$ cat config.mk
export PLATFORM = sky130hd
export DESIGN_NAME = calendar_date_stepper
export DESIGN_NICKNAME = d
export VERILOG_FILES = /design/src/sv/cds_pkg.sv /design/src/sv/calendar_date_stepper.sv /design/src/sv/cds_addsub.sv
export SDC_FILE = /design/constraint.sdc
export NUM_CORES = 1
export LEC_CHECK = 0
export BUFFER_PORTS_ARGS = -buffer_cell sky130_fd_sc_hd__buf_2
export CAP_MARGIN = 20
export CORE_MARGIN = 1
export CORE_UTILIZATION = 45
export DETAILED_ROUTE_END_ITERATION = 16
export GPL_TIMING_DRIVEN = 0
export PLACE_DENSITY = 0.66
export SYNTH_ARGS = -nofsm -noshare
export SYNTH_HDL_FRONTEND = slang
export SYNTH_SLANG_ARGS = --single-unit
export TNS_END_PERCENT = 20
$ cat constraint.sdc
create_clock -name clk -period 6.3 [get_ports clk]
set_clock_uncertainty 0.1 [all_clocks]
set_input_delay 0.63 -clock clk [delete_from_list [all_inputs] [get_ports clk]]
set_output_delay 0.63 -clock clk [all_outputs]
set_load 0.005 [all_outputs]
$ cat src/sv/cds_pkg.sv
// ----------------------------------------------------------------------------
// cds_pkg: shared types and constants for the calendar date stepper
// Holds widths, operation and order codes, the sequencer state type and the
// calendar helper functions (leap rule on year mod 400, month length).
// ----------------------------------------------------------------------------
package cds_pkg;

  // Field widths
  localparam int YEAR_BITS  = 14;
  localparam int COUNT_BITS = 16;
  localparam int DAY_W      = 5;
  localparam int MONTH_W    = 4;
  localparam int OP_W       = 2;
  localparam int ORDER_W    = 2;
  localparam int MOD400_W   = 9;

  // Working accumulator: day plus count with a sign bit and headroom
  localparam int ACC_W = ((COUNT_BITS > YEAR_BITS) ? COUNT_BITS : YEAR_BITS) + 2;

  // Number of restoring steps that reduce a year modulo 400; the scan stays
  // short enough that 400 shifted up never leaves the positive int range
  function automatic int calc_mod_steps(input int yb);
    int s;
    s = 0;
    for (int i = 0; i < 16; i++) begin
      if ((400 << i) <= ((1 << yb) - 1)) s = i + 1;
    end
    return s;
  endfunction

  localparam int MOD_STEPS = calc_mod_steps(YEAR_BITS);
  localparam int K_W       = $clog2(MOD_STEPS);

  // Year residues mod 400
  localparam logic [MOD400_W-1:0] MOD_RESET = MOD400_W'(1900 % 400);
  localparam logic [MOD400_W-1:0] MOD_TOP   = MOD400_W'(((1 << YEAR_BITS) - 1) % 400);
  localparam logic [MOD400_W-1:0] MOD_LAST  = MOD400_W'(399);
  localparam logic [MOD400_W-1:0] MOD_100   = MOD400_W'(100);
  localparam logic [MOD400_W-1:0] MOD_200   = MOD400_W'(200);
  localparam logic [MOD400_W-1:0] MOD_300   = MOD400_W'(300);
  localparam logic [ACC_W-1:0]    DIV_400   = ACC_W'(400);

  // Reset date
  localparam logic [DAY_W-1:0]     DAY_RESET   = DAY_W'(1);
  localparam logic [MONTH_W-1:0]   MONTH_RESET = MONTH_W'(0);
  localparam logic [YEAR_BITS-1:0] YEAR_RESET  = YEAR_BITS'(1900);

  // Months
  localparam logic [MONTH_W-1:0] M_JAN = MONTH_W'(0);
  localparam logic [MONTH_W-1:0] M_FEB = MONTH_W'(1);
  localparam logic [MONTH_W-1:0] M_APR = MONTH_W'(3);
  localparam logic [MONTH_W-1:0] M_JUN = MONTH_W'(5);
  localparam logic [MONTH_W-1:0] M_SEP = MONTH_W'(8);
  localparam logic [MONTH_W-1:0] M_NOV = MONTH_W'(10);
  localparam logic [MONTH_W-1:0] M_DEC = MONTH_W'(11);

  // Operation codes
  localparam logic [OP_W-1:0] OP_LOAD = 2'd0;
  localparam logic [OP_W-1:0] OP_ADD  = 2'd1;
  localparam logic [OP_W-1:0] OP_SUB  = 2'd2;
  localparam logic [OP_W-1:0] OP_CMP  = 2'd3;

  // Order codes
  localparam logic [ORDER_W-1:0] ORD_EARLIER = 2'd0;
  localparam logic [ORDER_W-1:0] ORD_EQUAL   = 2'd1;
  localparam logic [ORDER_W-1:0] ORD_LATER   = 2'd2;
  localparam logic [ORDER_W-1:0] ORD_UNUSED  = 2'd3;

  // Sequencer states
  typedef enum logic [1:0] {
    ST_IDLE,
    ST_ADD,
    ST_SUB,
    ST_MOD
  } state_t;

  // Flags of the shared add/subtract unit
  typedef struct packed {
    logic neg;
    logic zero;
  } alu_flags_t;

  // Leap year from the year's residue mod 400
  function automatic logic leap_of(input logic [MOD400_W-1:0] r);
    return (r[1:0] == 2'b00) && (r != MOD_100) && (r != MOD_200) && (r != MOD_300);
  endfunction

  // Month length; months above December count 31 days
  function automatic logic [DAY_W-1:0] month_len(input logic [MONTH_W-1:0] m,
                                                 input logic leap);
    logic [DAY_W-1:0] len;
    len = DAY_W'(31);
    if (m == M_APR || m == M_JUN || m == M_SEP || m == M_NOV) len = DAY_W'(30);
    else if (m == M_FEB) len = leap ? DAY_W'(29) : DAY_W'(28);
    return len;
  endfunction

endpackage

$ cat src/sv/calendar_date_stepper.sv
// ----------------------------------------------------------------------------
// calendar_date_stepper: Gregorian date register with add, subtract, compare
// Holds day, month (0 is January) and year, and runs one operation per start.
// ----------------------------------------------------------------------------
// Raise start for one cycle while busy is low to transfer an operation. The
// result appears for exactly one cycle with out_strobe high and must be taken
// then; the receiver cannot stall it. Compare finishes without leaving idle.
// Load reduces the year modulo 400 one restoring step a cycle for the leap
// rule. Add and subtract walk the date one month a cycle through a single
// shared adder, one month boundary per step; 65535 days is about 2160
// months. A new start is taken in the cycle the strobe shows.
// ----------------------------------------------------------------------------
module calendar_date_stepper
  import cds_pkg::*;
(
  input  logic                  clk,
  input  logic                  rst_n,
  input  logic                  start,
  output logic                  busy,
  input  logic [OP_W-1:0]       in_operation,
  input  logic [DAY_W-1:0]      in_day,
  input  logic [MONTH_W-1:0]    in_month,
  input  logic [YEAR_BITS-1:0]  in_year,
  input  logic [COUNT_BITS-1:0] in_day_count,
  output logic                  out_strobe,
  output logic [DAY_W-1:0]      out_day,
  output logic [MONTH_W-1:0]    out_month,
  output logic [YEAR_BITS-1:0]  out_year,
  output logic [ORDER_W-1:0]    out_order
);

  state_t state_r, state_nxt;

  logic [DAY_W-1:0]     day_r,   day_nxt;
  logic [MONTH_W-1:0]   month_r, month_nxt;
  logic [YEAR_BITS-1:0] year_r,  year_nxt;
  logic [MOD400_W-1:0]  mod_r,   mod_nxt;
  logic [ORDER_W-1:0]   order_r, order_nxt;
  logic                 strobe_r, strobe_nxt;
  logic signed [ACC_W-1:0] acc_r, acc_nxt;
  logic [K_W-1:0]       k_r, k_nxt;

  logic signed [ACC_W-1:0] alu_a, alu_b, alu_res;
  logic                    alu_sub;
  alu_flags_t              alu_flags;

  logic                 accept;
  logic [MONTH_W-1:0]   next_month, prev_month;
  logic [YEAR_BITS-1:0] next_year, prev_year;
  logic [MOD400_W-1:0]  next_mod, prev_mod;
  logic                 wrap_fwd, wrap_bwd;
  logic                 acc_le_zero;
  logic [ORDER_W-1:0]   cmp_order;

  assign accept      = start && (state_r == ST_IDLE);
  assign acc_le_zero = acc_r[ACC_W-1] || (acc_r == '0);

  // Neighbor months, with year and residue stepping across the year boundary
  always_comb begin
    wrap_fwd   = (month_r >= M_DEC);
    wrap_bwd   = (month_r == M_JAN);
    next_month = wrap_fwd ? M_JAN : month_r + MONTH_W'(1);
    prev_month = wrap_bwd ? M_DEC : month_r - MONTH_W'(1);
    next_year  = year_r;
    next_mod   = mod_r;
    prev_year  = year_r;
    prev_mod   = mod_r;
    if (wrap_fwd) begin
      next_year = year_r + YEAR_BITS'(1);
      if (year_r == '1) next_mod = '0;
      else next_mod = (mod_r == MOD_LAST) ? '0 : mod_r + MOD400_W'(1);
    end
    if (wrap_bwd) begin
      prev_year = year_r - YEAR_BITS'(1);
      if (year_r == '0) prev_mod = MOD_TOP;
      else prev_mod = (mod_r == '0) ? MOD_LAST : mod_r - MOD400_W'(1);
    end
  end

  // Order the held date against the given one
  always_comb begin
    priority if (year_r != in_year)
      cmp_order = (year_r < in_year) ? ORD_EARLIER : ORD_LATER;
    else if (month_r != in_month)
      cmp_order = (month_r < in_month) ? ORD_EARLIER : ORD_LATER;
    else if (day_r != in_day)
      cmp_order = (day_r < in_day) ? ORD_EARLIER : ORD_LATER;
    else
      cmp_order = ORD_EQUAL;
  end

  // Select operands of the shared adder
  always_comb begin
    unique case (state_r)
      ST_IDLE: begin
        alu_a   = ACC_W'(day_r);
        alu_b   = ACC_W'(in_day_count);
        alu_sub = (in_operation == OP_SUB);
      end
      ST_ADD: begin
        alu_a   = acc_r;
        alu_b   = ACC_W'(month_len(month_r, leap_of(mod_r)));
        alu_sub = 1'b1;
      end
      ST_SUB: begin
        alu_a   = acc_r;
        alu_b   = ACC_W'(month_len(prev_month, leap_of(prev_mod)));
        alu_sub = 1'b0;
      end
      ST_MOD: begin
        alu_a   = acc_r;
        alu_b   = DIV_400 << k_r;
        alu_sub = 1'b1;
      end
      default: begin
        alu_a   = acc_r;
        alu_b   = '0;
        alu_sub = 1'b0;
      end
    endcase
  end

  cds_addsub u_addsub (
    .a      (alu_a),
    .b      (alu_b),
    .sub_en (alu_sub),
    .res    (alu_res),
    .flags  (alu_flags)
  );

  // Next state
  always_comb begin
    state_nxt = state_r;
    unique case (state_r)
      ST_IDLE: begin
        if (start) begin
          unique case (in_operation)
            OP_LOAD: state_nxt = ST_MOD;
            OP_ADD:  state_nxt = ST_ADD;
            OP_SUB:  state_nxt = ST_SUB;
            OP_CMP:  state_nxt = ST_IDLE;
            default: state_nxt = ST_IDLE;
          endcase
        end
      end
      ST_ADD: begin
        if (alu_flags.neg || alu_flags.zero) state_nxt = ST_IDLE;
      end
      ST_SUB: begin
        if (!acc_le_zero) state_nxt = ST_IDLE;
      end
      ST_MOD: begin
        if (k_r == '0) state_nxt = ST_IDLE;
      end
      default: state_nxt = ST_IDLE;
    endcase
  end

  // Datapath updates and result strobe
  always_comb begin
    day_nxt    = day_r;
    month_nxt  = month_r;
    year_nxt   = year_r;
    mod_nxt    = mod_r;
    order_nxt  = order_r;
    acc_nxt    = acc_r;
    k_nxt      = k_r;
    strobe_nxt = 1'b0;
    unique case (state_r)
      ST_IDLE: begin
        if (accept) begin
          order_nxt = ORD_EQUAL;
          unique case (in_operation)
            OP_LOAD: begin
              day_nxt   = in_day;
              month_nxt = in_month;
              year_nxt  = in_year;
              acc_nxt   = ACC_W'(in_year);
              k_nxt     = K_W'(MOD_STEPS - 1);
            end
            OP_ADD, OP_SUB: acc_nxt = alu_res;
            OP_CMP: begin
              order_nxt  = cmp_order;
              strobe_nxt = 1'b1;
            end
            default: order_nxt = ORD_EQUAL;
          endcase
        end
      end
      ST_ADD: begin
        // Advance one month while the day runs past its month
        if (alu_flags.neg || alu_flags.zero) begin
          day_nxt    = acc_r[DAY_W-1:0];
          strobe_nxt = 1'b1;
        end else begin
          acc_nxt   = alu_res;
          month_nxt = next_month;
          year_nxt  = next_year;
          mod_nxt   = next_mod;
        end
      end
      ST_SUB: begin
        // Drop back one month while the day is below one
        if (acc_le_zero) begin
          acc_nxt   = alu_res;
          month_nxt = prev_month;
          year_nxt  = prev_year;
          mod_nxt   = prev_mod;
        end else begin
          day_nxt    = acc_r[DAY_W-1:0];
          strobe_nxt = 1'b1;
        end
      end
      ST_MOD: begin
        // Restoring reduction of the year by 400 times a power of two
        if (!alu_flags.neg) acc_nxt = alu_res;
        k_nxt = k_r - K_W'(1);
        if (k_r == '0) begin
          mod_nxt    = acc_nxt[MOD400_W-1:0];
          strobe_nxt = 1'b1;
        end
      end
      default: strobe_nxt = 1'b0;
    endcase
  end

  // Control registers
  always_ff @(posedge clk) begin
    if (!rst_n) begin
      state_r  <= ST_IDLE;
      strobe_r <= 1'b0;
      day_r    <= DAY_RESET;
      month_r  <= MONTH_RESET;
      year_r   <= YEAR_RESET;
      mod_r    <= MOD_RESET;
      order_r  <= ORD_EQUAL;
    end else begin
      state_r  <= state_nxt;
      strobe_r <= strobe_nxt;
      day_r    <= day_nxt;
      month_r  <= month_nxt;
      year_r   <= year_nxt;
      mod_r    <= mod_nxt;
      order_r  <= order_nxt;
    end
  end

  // Working registers
  always_ff @(posedge clk) begin
    acc_r <= acc_nxt;
    k_r   <= k_nxt;
  end

  assign busy       = (state_r != ST_IDLE);
  assign out_strobe = strobe_r;
  assign out_day    = day_r;
  assign out_month  = month_r;
  assign out_year   = year_r;
  assign out_order  = order_r;

endmodule

$ cat src/sv/cds_addsub.sv
// ----------------------------------------------------------------------------
// cds_addsub: shared add/subtract unit
// One signed adder used by every step of the sequencer, with sign and zero
// flags of its result.
// ----------------------------------------------------------------------------
module cds_addsub
  import cds_pkg::*;
(
  input  logic signed [ACC_W-1:0] a,
  input  logic signed [ACC_W-1:0] b,
  input  logic                    sub_en,
  output logic signed [ACC_W-1:0] res,
  output alu_flags_t              flags
);

  // Add or subtract
  assign res = sub_en ? (a - b) : (a + b);

  // Derive flags
  assign flags.neg  = res[ACC_W-1];
  assign flags.zero = (res == '0);

endmodule

## Word-level counts from Yosys, hierarchy flattened

Index checks and enable logic that the tools add are counted.

- Bits of input ports: 44
- Flip-flop bits (word level): 58

- Reduce and logical (&&, ||, !) cells: 41
- Muxes and demuxes: 67
- Shift operators: 1
- Equal/unequal tests: 39
- Add/sub/neg operators: 9
- Magnitude comparators: 4

Operators with widths:

| cell | number |
|---|---|
| 18-bit case mux with 4 select lines | 2 |
| 18-bit two-way mux | 5 |
| 14-bit two-way mux | 6 |
| 9-bit two-way mux | 9 |
| 18-bit case mux with 2 select lines | 2 |
| 14-bit case mux with 3 select lines | 1 |
| 18-bit logical NOT | 2 |
| 2-bit two-way mux | 15 |
| 9-bit case mux with 3 select lines | 1 |
| 4-bit two-way mux | 6 |
| 5-bit two-way mux | 4 |
| 2-bit inequality test (second input constant) | 10 |
| 5-bit AND reduction | 4 |
| 18-bit adder | 1 |
| 9-bit by 7-bit inequality test with 1-bit output (second input constant) | 2 |
| 9-bit by 8-bit inequality test with 1-bit output (second input constant) | 2 |
| 9-bit inequality test (second input constant) | 2 |
| 9-bit by 3-bit << shifter with 18-bit output (first input constant) | 1 |
| 18-bit subtractor | 1 |
| 4-bit equality test (second input constant) | 4 |
| 2-bit case mux with 4 select lines | 2 |
| 5-bit case mux with 3 select lines | 1 |
| 14-bit by 1-bit adder with 14-bit output (second input constant) | 1 |
| 14-bit equality test (second input constant) | 1 |
| other kinds (42) | 76 |

## Longest topological paths before layout

Gate-level depths: netlist of run 1.

- Depth in word-level cells: 18
- Depth in mapped cells: 30
- Gate-level depth less buffers: 28

## Hierarchy

Synthesis of run 1 repeated with hierarchy kept, for this count alone.

- Cell total of the unflattened synthesis: 933
- Area total of the unflattened synthesis: 7185.6 um^2

Modules (own cells, without submodules):

| module | times used | cells each | seq. area each (um^2) | area an instance (um^2) |
|---|---|---|---|---|
| calendar_date_stepper | 1 | 733 | 1371.3 | 5814.3 |
| cds_addsub | 1 | 200 | 0.0 | 1371.3 |

## Worst setup path before layout of run 1

Ideal clock, no wire load.

- Kind: register to register
- Start point: register month_r[0], in the netlist out_month[0]
- End point: register acc_r[10] (enable)
- Period minus slack after synthesis: 6750 ps
- Path slack: -450 ps
- Required time: 5823 ps
- Cell stages (with the launch flop): 28
- Path buffers: 1
- Arrival time: 6272 ps
- Cells stage by stage: dfxtp_1 > inv_1 > ha_1 > nor2b_1 > nand2_1 > nor3_1 > xnor2_1 > o21ai_0 > o31ai_1 > o311ai_0 > a32o_1 > inv_1 > ha_1 > nand2_1 > o31ai_1 > xor2_1 > ha_1 > a21o_1 > or4_1 > o21a_1 > o21a_1 > o21ai_0 > a21oi_1 > xnor2_2 > buf_6 > a21oi_2 > a21oi_1 > a21boi_1

- Cells in the longest elaborated chain, start to end: 16

RTL lines:

| item | line | RTL |
|---|---|---|
| start, declared | calendar_date_stepper.sv:35 | `logic [MONTH_W-1:0] month_r, month_nxt;` |
| start signal, assigned | calendar_date_stepper.sv:241 | `month_r <= month_nxt;` |
| 4-bit logical NOT | calendar_date_stepper.sv:61 | `wrap_bwd = (month_r == M_JAN);` |
| 9-bit two-way mux | calendar_date_stepper.sv:73 | `if (wrap_bwd) begin` |
| 9-bit by 7-bit inequality test with 1-bit output or 2-bit logical NOT (tied branches) | cds_pkg.sv:85 | `return (r[1:0] == 2'b00) && (r != MOD_100) && (r != MOD_200) && (r != MOD_300);` |
| 1-bit logical AND (3 in a row) | cds_pkg.sv:85 |  |
| 1-bit two-way mux | cds_pkg.sv:94 | `else if (m == M_FEB) len = leap ? DAY_W'(29) : DAY_W'(28);` |
| 2-bit two-way mux | cds_pkg.sv:94 |  |
| 2-bit two-way mux | cds_pkg.sv:93 | `if (m == M_APR \|\| m == M_JUN \|\| m == M_SEP \|\| m == M_NOV) len = DAY_W'(30);` |
| 18-bit case mux with 4 select lines (*) | calendar_date_stepper.sv:94 | `unique case (state_r)` |
| 18-bit adder or 18-bit subtractor (tied branches) | cds_addsub.sv:17 | `assign res = sub_en ? (a - b) : (a + b);` |
| 18-bit two-way mux (*) | cds_addsub.sv:17 |  |
| 18-bit logical NOT | cds_addsub.sv:21 | `assign flags.zero = (res == '0);` |
| 1-bit logical OR | calendar_date_stepper.sv:192 | `if (alu_flags.neg \|\| alu_flags.zero) begin` |
| 2-bit inequality test (no source line) | -- |  |
| 5-bit AND reduction (no source line) (*) | -- |  |
| end signal, assigned | calendar_date_stepper.sv:250 | `acc_r <= acc_nxt;` |
| end, declared | calendar_date_stepper.sv:40 | `logic signed [ACC_W-1:0] acc_r, acc_nxt;` |

Mark *: on every way between the ends. The rest lies on a longest branch, timed or not.
A chain may end at the register's enable or synchronous reset.

## Worst setup path in the final report of run 1

- Start point: register mod_r[3]
- End point: register mod_r[4]

- Cells in the longest elaborated chain, start to end: 18

RTL lines:

| item | line | RTL |
|---|---|---|
| start, declared | calendar_date_stepper.sv:37 | `logic [MOD400_W-1:0] mod_r, mod_nxt;` |
| start signal, assigned | calendar_date_stepper.sv:243 | `mod_r <= mod_nxt;` |
| 9-bit by 1-bit subtractor with 9-bit output or 9-bit logical NOT (tied branches) | calendar_date_stepper.sv:76 | `else prev_mod = (mod_r == '0) ? MOD_LAST : mod_r - MOD400_W'(1);` |
| 9-bit two-way mux | calendar_date_stepper.sv:76 |  |
| 9-bit two-way mux | calendar_date_stepper.sv:75 | `if (year_r == '0) prev_mod = MOD_TOP;` |
| 9-bit two-way mux | calendar_date_stepper.sv:73 |  |
| 9-bit by 7-bit inequality test with 1-bit output or 2-bit logical NOT (tied branches) | cds_pkg.sv:85 |  |
| 1-bit logical AND (3 in a row) | cds_pkg.sv:85 |  |
| 1-bit two-way mux | cds_pkg.sv:94 |  |
| 2-bit two-way mux | cds_pkg.sv:94 |  |
| 2-bit two-way mux | cds_pkg.sv:93 |  |
| 18-bit case mux with 4 select lines | calendar_date_stepper.sv:94 |  |
| 18-bit adder or 18-bit subtractor (tied branches) | cds_addsub.sv:17 |  |
| 18-bit two-way mux | cds_addsub.sv:17 |  |
| 18-bit logical NOT | cds_addsub.sv:21 |  |
| 1-bit logical OR | calendar_date_stepper.sv:192 |  |
| 2-bit inequality test (no source line) | -- |  |
| 5-bit AND reduction (no source line) | -- |  |

Parallel ways exist; a longest one is shown, timed or not. The select of a mux whose other input is x is not followed.

==> results of run 1 <==
==> synthesized netlist by cell type (9+ instances only) <==
| cell type | instances | area, um2 |
|---|---|---|
| o31ai_1 | 20 | 150 |
| nand4_1 | 11 | 68.8 |
| and2_1 | 10 | 62.6 |
| inv_1 | 60 | 225 |
| nand2_1 | 78 | 293 |
| dfxtp_1 | 37 | 741 |
| a221oi_1 | 9 | 78.8 |
| xnor2_1 | 24 | 210 |
| edfxtp_1 | 21 | 631 |
| nand3_1 | 21 | 105 |
| and3_1 | 9 | 56.3 |
| nor4_1 | 15 | 93.8 |
| o21ai_0 | 68 | 340 |
| nor3_1 | 17 | 85.1 |
| a31oi_1 | 15 | 93.8 |
| nand2b_1 | 11 | 68.8 |
| clkbuf_1 | 31 | 116 |
| nor2b_1 | 23 | 144 |
| o211ai_1 | 14 | 105 |
| o21a_1 | 17 | 128 |
| nor2_1 | 80 | 300 |
| xor2_1 | 19 | 166 |
| a21oi_1 | 61 | 305 |
| ha_1 | 77 | 963 |
| a21o_1 | 12 | 90.1 |
| mux2i_1 | 32 | 320 |
==> metal layers <==
layer,routed length (um),vias up,share of wire [%]
li1,-,3717,-
met1,10700,3639,44
met3,1660,54,6.8
met4,665,0,2.7
met2,11200,336,46
met5,0,-,0
==> per-stage QoR <==
| stage | setup TNS, ns | utilization, % | power [mW] |
|---|---|---|---|
| after floorplan | 0 | - | 2.21 |
| after global placement | -69.17 | 50.8 | 2.76 |
| after detailed placement | -66.88 | 50.8 | 2.78 |
| after CTS | 0 | 55.0 | 3.42 |
| after global routing | -4.74 | 57.1 | 3.88 |
| final | -0.000126 | 57.1 | 3.64 |
==> power breakdown <==
group / internal (mW) / leakage, nW / switching (mW)
Combinational: 1.03 / 3.10 / 1.47
Sequential: 0.533 / 0.504 / 0.147
Clock: 0.276 / 0.130 / 0.183
Total: 1.84 / 3.74 / 1.80
==> area by class of cell <==
class                      count  area share (%)
buffer                        40            2.19
clock buffer                  13            2.84
tap                          211            3.00
multi-input combinational    774            66.6
timing repair buffer         102            6.85
sequential                    58            15.7
clock inverter                 3           0.199
inverter                      61            2.60
==> what timing repair did <==
action / CTS / global route
gates resized for setup: 60 / 59
setup endpoints to repair: 71 / 70
gates cloned: 0 / 0
setup buffers: 19 / 14
pin swaps: 20 / 32
==> path summary, 6_finish.rpt <==
path | start | end | depth (start not counted)
setup reg to reg | mod_r[3] | mod_r[4] | 26
setup / recovery | mod_r[3] | mod_r[4] | 26
hold reg to reg | out_day[0] | out_day[0] | 2
hold / removal | out_day[0] | out_day[0] | 2
==> worst register-to-register path, delay by kind of cell, from the launching register on <==
kind | cells | cell delay [ns]
flip-flops | 1 | 0.32
adder cells (fa/ha/maj) | 2 | 0.39
multiplexers | 1 | 0.30
AO/OA/AOI/OAI | 10 | 2.54
buffers and inverters | 3 | 0.47
AND/OR/NAND/NOR | 9 | 1.91
XOR/XNOR | 1 | 0.18
==> flip-flops by register name, indices dropped and copies added, names as in the netlist <==
register / count
acc_r: 18
mod_r: 9
out_month: 4
out_strobe: 1
out_day: 5
state_r: 2
k_r: 3
out_order: 2
out_year: 14
==> cells by family after synthesis <==
family | share of synthesized area [%]
compound gates | 27.8
xor+xnor | 5.68
fa+ha+maj | 13.9
buf+inv | 5.81
flops | 19.0
mux | 6.32
simple gates | 21.4
==> flow_metrics.env, run 1 <==
export IMPL_cpPeakStageDelay_ns=0.57
export IMPL_io_buffers=70
export IMPL_ys_seq_area_share_pct=19.0
export IMPL_yosysWarnings=0
export IMPL_cap_violations=0
export IMPL_num_rows=45
export IMPL_drt_iter0_drc=787
export IMPL_finalHoldViolations=0
export IMPL_final_layout_size_suffix_gt1_share_pct=21.1
export IMPL_dr_pass1_iters=6
export IMPL_start_kind="flop"
export IMPL_synth_distinct_cells=80
export IMPL_layout_cells_non_filler=1262
export IMPL_dpl_hpwl_um=18400
export IMPL_cp_top_family="compound AO/OA/AOI/OAI gates"
export IMPL_antenna_found_initial=1
export IMPL_synth_area_per_cell_um2=7.68
export IMPL_register_area_um2=1380
export IMPL_die_w_um=129
export IMPL_num_fill_cells=1497
export IMPL_n_antenna_cell=0
export IMPL_ant_nets=0
export IMPL_grt_usage_pct=29.3
export IMPL_cts_tree="built"
export IMPL_grt_pass1_wl_um=37300
export IMPL_crit_fanout=6
export IMPL_met1_usage_pct=39.0
export IMPL_synth_edf_count=21
export IMPL_cts_path_max_buffers=2
export IMPL_layout_cells_most_common="nor2_1"
export IMPL_synthToLayoutAreaGrowth_pct=22.1
export IMPL_violations="setup timing"
export IMPL_grt_pass1_vias=7112
export IMPL_wirelength_um=24300
export IMPL_hold_buffers=0
export IMPL_cts_root_buf="clkbuf_16"
export IMPL_syn_nets=1061
export IMPL_use_met3_pct=3.37
export IMPL_dpl_instance_area_um2=7840
export IMPL_fmax_ghz=0.159
export IMPL_setup_ws_ns=-0.000126
export IMPL_vias_per_cell=6.14
export IMPL_final_cell_mix="nor2_1 (75), buf_2 (74), nand2_1 (74), ha_1 (73)"
export IMPL_clkSlewWorstSetupHoldPaths_ns=0.05
export IMPL_drv_slew=0
export IMPL_fp_coreArea_um2=15400
export IMPL_synthesis_area_um2=7210
export IMPL_cts_sinks=58
export IMPL_hold_class="flop to flop"
export IMPL_die_h_um=129
export IMPL_fin_crit_sh_pct=100
export IMPL_start_util_pct=46.7
export IMPL_drc=0
export IMPL_status="complete, but fails checks"
export IMPL_synth_async_reset_ratio_pct=0
export IMPL_crit_type="flop to flop"
export IMPL_final_min_clock_period_ns=6.30
export IMPL_powerDensity_nw_per_um2=414
export IMPL_place_inst=1219
export IMPL_wl_per_cell_um=19.3
export IMPL_vdd_drop_max_uv=154
export IMPL_gp_congestion=0.959
export IMPL_grt_overflow_total=0
export IMPL_grt_start_max_net_pins=15
export IMPL_report_final_setup_viol=1
export IMPL_cts_buffers=9
export IMPL_die_area_um2=16500
export IMPL_critPathCaptureType="flop"
export IMPL_use_met2_pct=48.6
export IMPL_power_leakage_nw=3.74
export IMPL_finalNetCount=1169
export IMPL_ys_ff_latch=58
export IMPL_vias=7746
export IMPL_hold_worst_slack_ns=0.454
export IMPL_synthCells=938
export IMPL_synthFlopType="dfxtp_1"
export IMPL_fin_area_um2=8800
export IMPL_rsz0062_at_grt="true"
export IMPL_cts_htree_levels=3
export IMPL_crit_slowest_cell="or4_4"
export IMPL_worstPathArrival_ns=6.42
export IMPL_grt_busiest_layer="met2"
export IMPL_io_pins=71
export IMPL_critPathRequiredTime_ns=6.42
export IMPL_multi_input_area_um2=5870
export IMPL_insertion_delay_ns=0.34
export IMPL_slew_headroom_pct=47.3
export IMPL_r2r_setup_slack_ns=-0.0001
export IMPL_crit_buf_inv=3
export IMPL_dp_slack_ns=-1.36
export IMPL_worstMarginPinSlew_ns=0.787
Power figures use the tool's default switching activity.
==> run 2: changes to the inputs <==
--- a/config.mk
+++ b/config.mk
@@ -9,9 +9,10 @@
 export CAP_MARGIN = 20
 export CORE_MARGIN = 1
 export CORE_UTILIZATION = 45
+export CTS_CLUSTER_SIZE = 16
 export DETAILED_ROUTE_END_ITERATION = 16
 export GPL_TIMING_DRIVEN = 0
-export PLACE_DENSITY = 0.66
+export PLACE_DENSITY = 0.63
 export SYNTH_ARGS = -nofsm -noshare
 export SYNTH_HDL_FRONTEND = slang
 export SYNTH_SLANG_ARGS = --single-unit
==> constraint.sdc (replaced) <==
create_clock -name clk -period 7.2 [get_ports clk]
set_clock_uncertainty 0.1 [all_clocks]
set_input_delay 0.72 -clock clk [delete_from_list [all_inputs] [get_ports clk]]
set_output_delay 0.72 -clock clk [all_outputs]
set_load 0.005 [all_outputs]
==> run 2 against run 1 <==
Effect of this change: the flow now finishes without violations; via count down 2.7%; hold slack worse by 0.010 ns; design area fell by 5.6%; wire length down 0.80%; non-clock buffer count down 21; clock-buffer cell count down 4; cell count decreased by 1.7%; clock power is 8.9% higher; die area unchanged; maximum frequency decreased by 8.8%; critical path type unchanged; largest power group unchanged.
==> flow_metrics.env, run 2 (synthesized netlist as in run 1, its figures left out) <==
export IMPL_critPathRequiredTime_ns=7.26
export IMPL_cts_tree="built"
export IMPL_drc=0
export IMPL_cts_buffers=9
export IMPL_insertion_delay_ns=0.34
export IMPL_layout_cells_non_filler=1241
export IMPL_cts_root_buf="clkbuf_16"
export IMPL_grt_pass1_wl_um=37500
export IMPL_gp_congestion=0.911
export IMPL_vias=7537
export IMPL_crit_slowest_cell="o21ai_0"
export IMPL_layout_cells_most_common="nor2_1"
export IMPL_worstPathArrival_ns=6.96
export IMPL_crit_buf_inv=3
export IMPL_n_antenna_cell=0
export IMPL_p_int_mw=1.56
export IMPL_antenna_found_initial=0
export IMPL_power_leakage_nw=3.56
export IMPL_grt_usage_pct=29.4
export IMPL_cap_violations=0
export IMPL_grt_pass1_vias=6795
export IMPL_fmax_ghz=0.145
export IMPL_cp_top_family="compound AO/OA/AOI/OAI gates"
export IMPL_die_area_um2=16500
export IMPL_grt_start_max_net_pins=15
export IMPL_wl_per_cell_um=19.4
export IMPL_drt_iter0_drc=901
export IMPL_cts_path_max_buffers=2
export IMPL_dpl_hpwl_um=18700
export IMPL_fp_coreArea_um2=15400
export IMPL_largest_register_ffs=18
export IMPL_crit_path_frequent_cell="ha_1"
export IMPL_p_switching_mw=1.48
export IMPL_largest_register="acc_r"
export IMPL_place_inst=1219
export IMPL_final_layout_size_suffix_gt1_share_pct=13.0
export IMPL_p_seq_share_pct=19.7
export IMPL_crit_fanout=10
export IMPL_critPathCaptureType="flop"
export IMPL_io_buffers=70
export IMPL_crit_type="flop to flop"
export IMPL_setup_tns_final_ns=0
export IMPL_wirelength_um=24100
export IMPL_start_util_pct=46.7
export IMPL_fin_crit_sh_pct=95.9
export IMPL_die_h_um=129
export IMPL_powerDensity_nw_per_um2=366
export IMPL_clkSlewWorstSetupHoldPaths_ns=0.05
export IMPL_finalHoldViolations=0
export IMPL_final_min_clock_period_ns=6.90
export IMPL_report_final_setup_viol=0
export IMPL_cts_htree_levels=3
export IMPL_ant_nets=0
export IMPL_cpPeakStageDelay_ns=0.46
export IMPL_dr_pass1_iters=5
export IMPL_final_core_util_pct=53.9
export IMPL_drv_slew=0
export IMPL_io_pins=71
export IMPL_die_w_um=129
export IMPL_synthToLayoutAreaGrowth_pct=15.3
export IMPL_final_cell_mix="nor2_1 (80), nand2_1 (77), ha_1 (77), buf_2 (75), o21ai_0 (67)"
export IMPL_worstMarginPinSlew_ns=0.820
export IMPL_start_kind="flop"
export IMPL_vias_per_cell=6.07
export IMPL_grt_overflow_total=0
export IMPL_dp_slack_ns=-1.31
export IMPL_rsz0062_at_grt="false"
export IMPL_status="completed"
export IMPL_switching_share_pct=48.6
export IMPL_cts_sinks=58
export IMPL_comb_power_share_pct=63.9
export IMPL_num_rows=45
export IMPL_hold_class="flop to flop"
export IMPL_hold_buffers=0
export IMPL_setup_ws_ns=0.295
export IMPL_finalNetCount=1148
export IMPL_vdd_drop_max_uv=178
export IMPL_slew_headroom_pct=44.9
export IMPL_power_frac_clock_pct=16.4
run 2: changes by cell type in the layout (fill, tap and decap cells not counted), sizes merged:
cell,before,now
buf,115,91
bufinv,0,3
clkinv,3,5
clkbuf,40,39
clkinvlp,1,0
run 2: final timing paths:
check / from / to / slack, ns / cells after the start
max: mod_r[0] / mod_r[3] / 0.30 / 26
min: out_order[0] / out_order[0] / 0.44 / 3
max reg2reg: mod_r[0] / mod_r[3] / 0.30 / 26
min reg2reg: out_order[0] / out_order[0] / 0.44 / 3
run 2: power by group through the flow:
stage	registers (mW)	logic (mW)	clock network, mW
after CTS	0.592	1.88	0.500
final	0.599	1.94	0.500
after global routing	0.611	2.12	0.514
after detailed placement	0.597	1.84	0
after floorplan	0.550	1.38	0
after global placement	0.596	1.84	0
run 2: layer usage:
layer / wire length [um] / GRT usage [%]
met5: 0 / 0
met3: 1880 / 5.11
met1: 11300 / 42.2
met4: 534 / 9.48
met2: 10400 / 44.5
run 2: area by class of cell:
type / count / area, um2
Fill cell: 1538 / 7120
Multi-Input combinational cell: 774 / 5510
Clock buffer: 9 / 225
Clock inverter: 7 / 108
Tap cell: 211 / 264
Inverter: 61 / 229
Buffer: 44 / 188
Timing Repair Buffer: 77 / 415
Sequential cell: 58 / 1370
run 2: tightest hold or removal path, cell delays in order, from the launching register on:
cell and delay [ns]:
dfxtp_1 0.32, nand2b_1 0.09, nand2_1 0.05, nand2_1 0.05
run 2: what timing repair did:
action / in CTS / in global routing
buffers inserted: 2 / 5
resized for setup: 10 / 14
pin swaps: 0 / 6
endpoints found under the setup margin: 49 / 65
run 2: stage by stage:
stage / power (mW) / hold WS (ns) / cell area (um2)
3_5_place_dp: 2.44 / 0.428 / 7820
6_report: 3.04 / 0.444 / 8310
5_1_grt: 3.25 / 0.486 / 8310
4_1_cts: 2.97 / 0.448 / 8240
3_3_place_gp: 2.43 / 0.433 / 7820
2_1_floorplan: 1.93 / 0.404 / 7210
==> run 3: changes to the inputs <==
--- a/config.mk
+++ b/config.mk
@@ -7,6 +7,7 @@
 export LEC_CHECK = 0
 export BUFFER_PORTS_ARGS = -buffer_cell sky130_fd_sc_hd__buf_2
 export CAP_MARGIN = 20
+export CORE_ASPECT_RATIO = 0.75
 export CORE_MARGIN = 1
 export CORE_UTILIZATION = 45
 export CTS_CLUSTER_SIZE = 16
==> run 3 against run 2 <==
Effect of this change: critical path type unchanged; sequential power about the same; wire length is 2.5% higher; cell count up 0.24%; hold slack improved by 0.045 ns; sequential share of layout area fell by 0.36 points; sequential cell count unchanged; clock power grew 6.8%; via count up 2.1%.
==> flow_metrics.env, run 3 (synthesized netlist as in run 1, its figures left out) <==
export IMPL_cpPeakStageDelay_ns=0.47
export IMPL_setup_tns_final_ns=0
export IMPL_dr_pass1_iters=5
export IMPL_die_w_um=148
export IMPL_cts_sinks=58
export IMPL_worstMarginPinSlew_ns=0.779
export IMPL_place_inst=1213
export IMPL_wl_per_cell_um=19.9
export IMPL_gp_congestion=0.951
export IMPL_final_min_clock_period_ns=6.96
export IMPL_finalHoldViolations=0
export IMPL_slew_headroom_pct=47.8
export IMPL_largest_register_ffs=18
export IMPL_io_buffers=70
export IMPL_ff2ff_path_depth=27
export IMPL_ant_nets=0
export IMPL_power_leakage_nw=3.63
export IMPL_wirelength_um=24700
export IMPL_grt_start_max_net_pins=15
export IMPL_powerDensity_nw_per_um2=375
export IMPL_crit_slowest_cell="or4_1"
export IMPL_fin_crit_sh_pct=96.7
export IMPL_grt_busiest_layer="met1"
export IMPL_insertion_delay_ns=0.34
export IMPL_final_cell_mix="nor2_1 (79), nand2_1 (76), buf_2 (75), ha_1 (75), o21ai_0 (66)"
export IMPL_path_depth=27
export IMPL_vdd_drop_max_uv=168
export IMPL_num_rows=39
export IMPL_fp_coreArea_um2=15400
export IMPL_die_area_um2=16500
export IMPL_reg2reg_to="mod_r[3]"
export IMPL_cts_root_buf="clkbuf_16"
export IMPL_vias=7697
export IMPL_start_util_pct=46.7
export IMPL_cp_top_family="compound AO/OA/AOI/OAI gates"
export IMPL_critPathCaptureType="flop"
export IMPL_use_met2_pct=41.1
export IMPL_met1_usage_pct=46.9
export IMPL_io_pins=71
export IMPL_r2r_start="out_month[1]"
export IMPL_crit_type="flop to flop"
export IMPL_use_met3_pct=4.88
export IMPL_layout_cells_most_common="nor2_1"
export IMPL_clkSlewWorstSetupHoldPaths_ns=0.05
export IMPL_grt_pass1_vias=6651
export IMPL_cap_violations=0
export IMPL_largest_register="acc_r"
export IMPL_status="completed"
export IMPL_rsz0062_at_grt="true"
export IMPL_vias_per_cell=6.19
export IMPL_cts_tree="built"
export IMPL_final_core_util_pct=55.1
export IMPL_antenna_found_initial=0
export IMPL_hold_buffers=0
export IMPL_crit_fanout=10
export IMPL_cts_path_max_buffers=2
export IMPL_dpl_hpwl_um=19200
export IMPL_grt_pass1_wl_um=37800
export IMPL_setup_ws_ns=0.236
export IMPL_final_layout_size_suffix_gt1_share_pct=14.8
export IMPL_synthToLayoutAreaGrowth_pct=17.9
export IMPL_start_kind="flop"
export IMPL_critPathRequiredTime_ns=7.28
export IMPL_die_h_um=112
export IMPL_drt_iter0_drc=685
export IMPL_worstSetupEndpoint="mod_r[3]"
export IMPL_drv_slew=0
export IMPL_worstPathArrival_ns=7.05
export IMPL_cts_htree_levels=3
export IMPL_crit_buf_inv=3
export IMPL_report_final_setup_viol=0
export IMPL_fmax_ghz=0.144
export IMPL_grt_overflow_total=0
export IMPL_cts_buffers=9
export IMPL_n_antenna_cell=0
export IMPL_r2r_setup_slack_ns=0.24
export IMPL_hold_class="flop to flop"
export IMPL_dp_slack_ns=-1.10
export IMPL_grt_usage_pct=29.7
export IMPL_crit_path_frequent_cell="ha_1"
export IMPL_hold_worst_slack_ns=0.488
export IMPL_layout_cells_non_filler=1244
export IMPL_drc=0
export IMPL_finalNetCount=1157
export IMPL_startpoint="out_month[1]"
-- run 3: cell type report --
| type | count | area [um2] |
|---|---|---|
| fillers | 1531 | 6920 |
| plain buffers | 44 | 188 |
| flip-flops and latches | 58 | 1370 |
| well taps | 205 | 256 |
| repair buffers | 86 | 495 |
| clock inverters | 6 | 129 |
| multi-input cells | 774 | 5600 |
| clock buffers | 10 | 229 |
| inverters | 61 | 229 |
-- run 3: per-stage QoR --
stage | area [um2] | total power, mW
after floorplan | 7210 | 1.93
after global placement | 7820 | 2.44
after detailed placement | 7820 | 2.44
after CTS | 8320 | 3.05
after global routing | 8500 | 3.38
final | 8500 | 3.19
-- run 3: worst min path at each step --
stage,start,to,slack (ns),depth (start not counted)
2_1_floorplan,out_day[0],out_day[0],0.40,2
3_3_place_gp,out_day[0],out_day[0],0.46,2
6_report,out_day[0],out_day[0],0.49,2
5_1_grt,out_year[13],out_year[13],0.50,2
4_1_cts,out_day[0],out_day[0],0.47,2
3_5_place_dp,out_day[0],out_day[0],0.46,2
-- run 3: per-layer routing --
| layer | vias up | routed length, um |
|---|---|---|
| met5 | - | 0 |
| met4 | 0 | 290 |
| met3 | 24 | 2280 |
| met2 | 381 | 9720 |
| met1 | 3600 | 12400 |
| li1 | 3692 | - |
-- run 3: power by group --
part / switching (mW) / leakage (nW) / internal, mW
Sequential: 0.130 / 0.504 / 0.465
Combinational: 1.25 / 2.95 / 0.811
Clock: 0.163 / 0.174 / 0.371
-- run 3: timing repair --
item | 4_1_cts | 5_1_grt
endpoints found under the setup margin | 53 | 69
setup buffers | 5 | 11
gates resized for setup | 16 | 25
pin swaps | 2 | 6
-- run 3: tightest hold or removal path: cells and delay by family (launching register included) --
kind	cells	cell delay, ns
flops	1	0.37
simple gates	1	0.09
compound gates	1	0.08
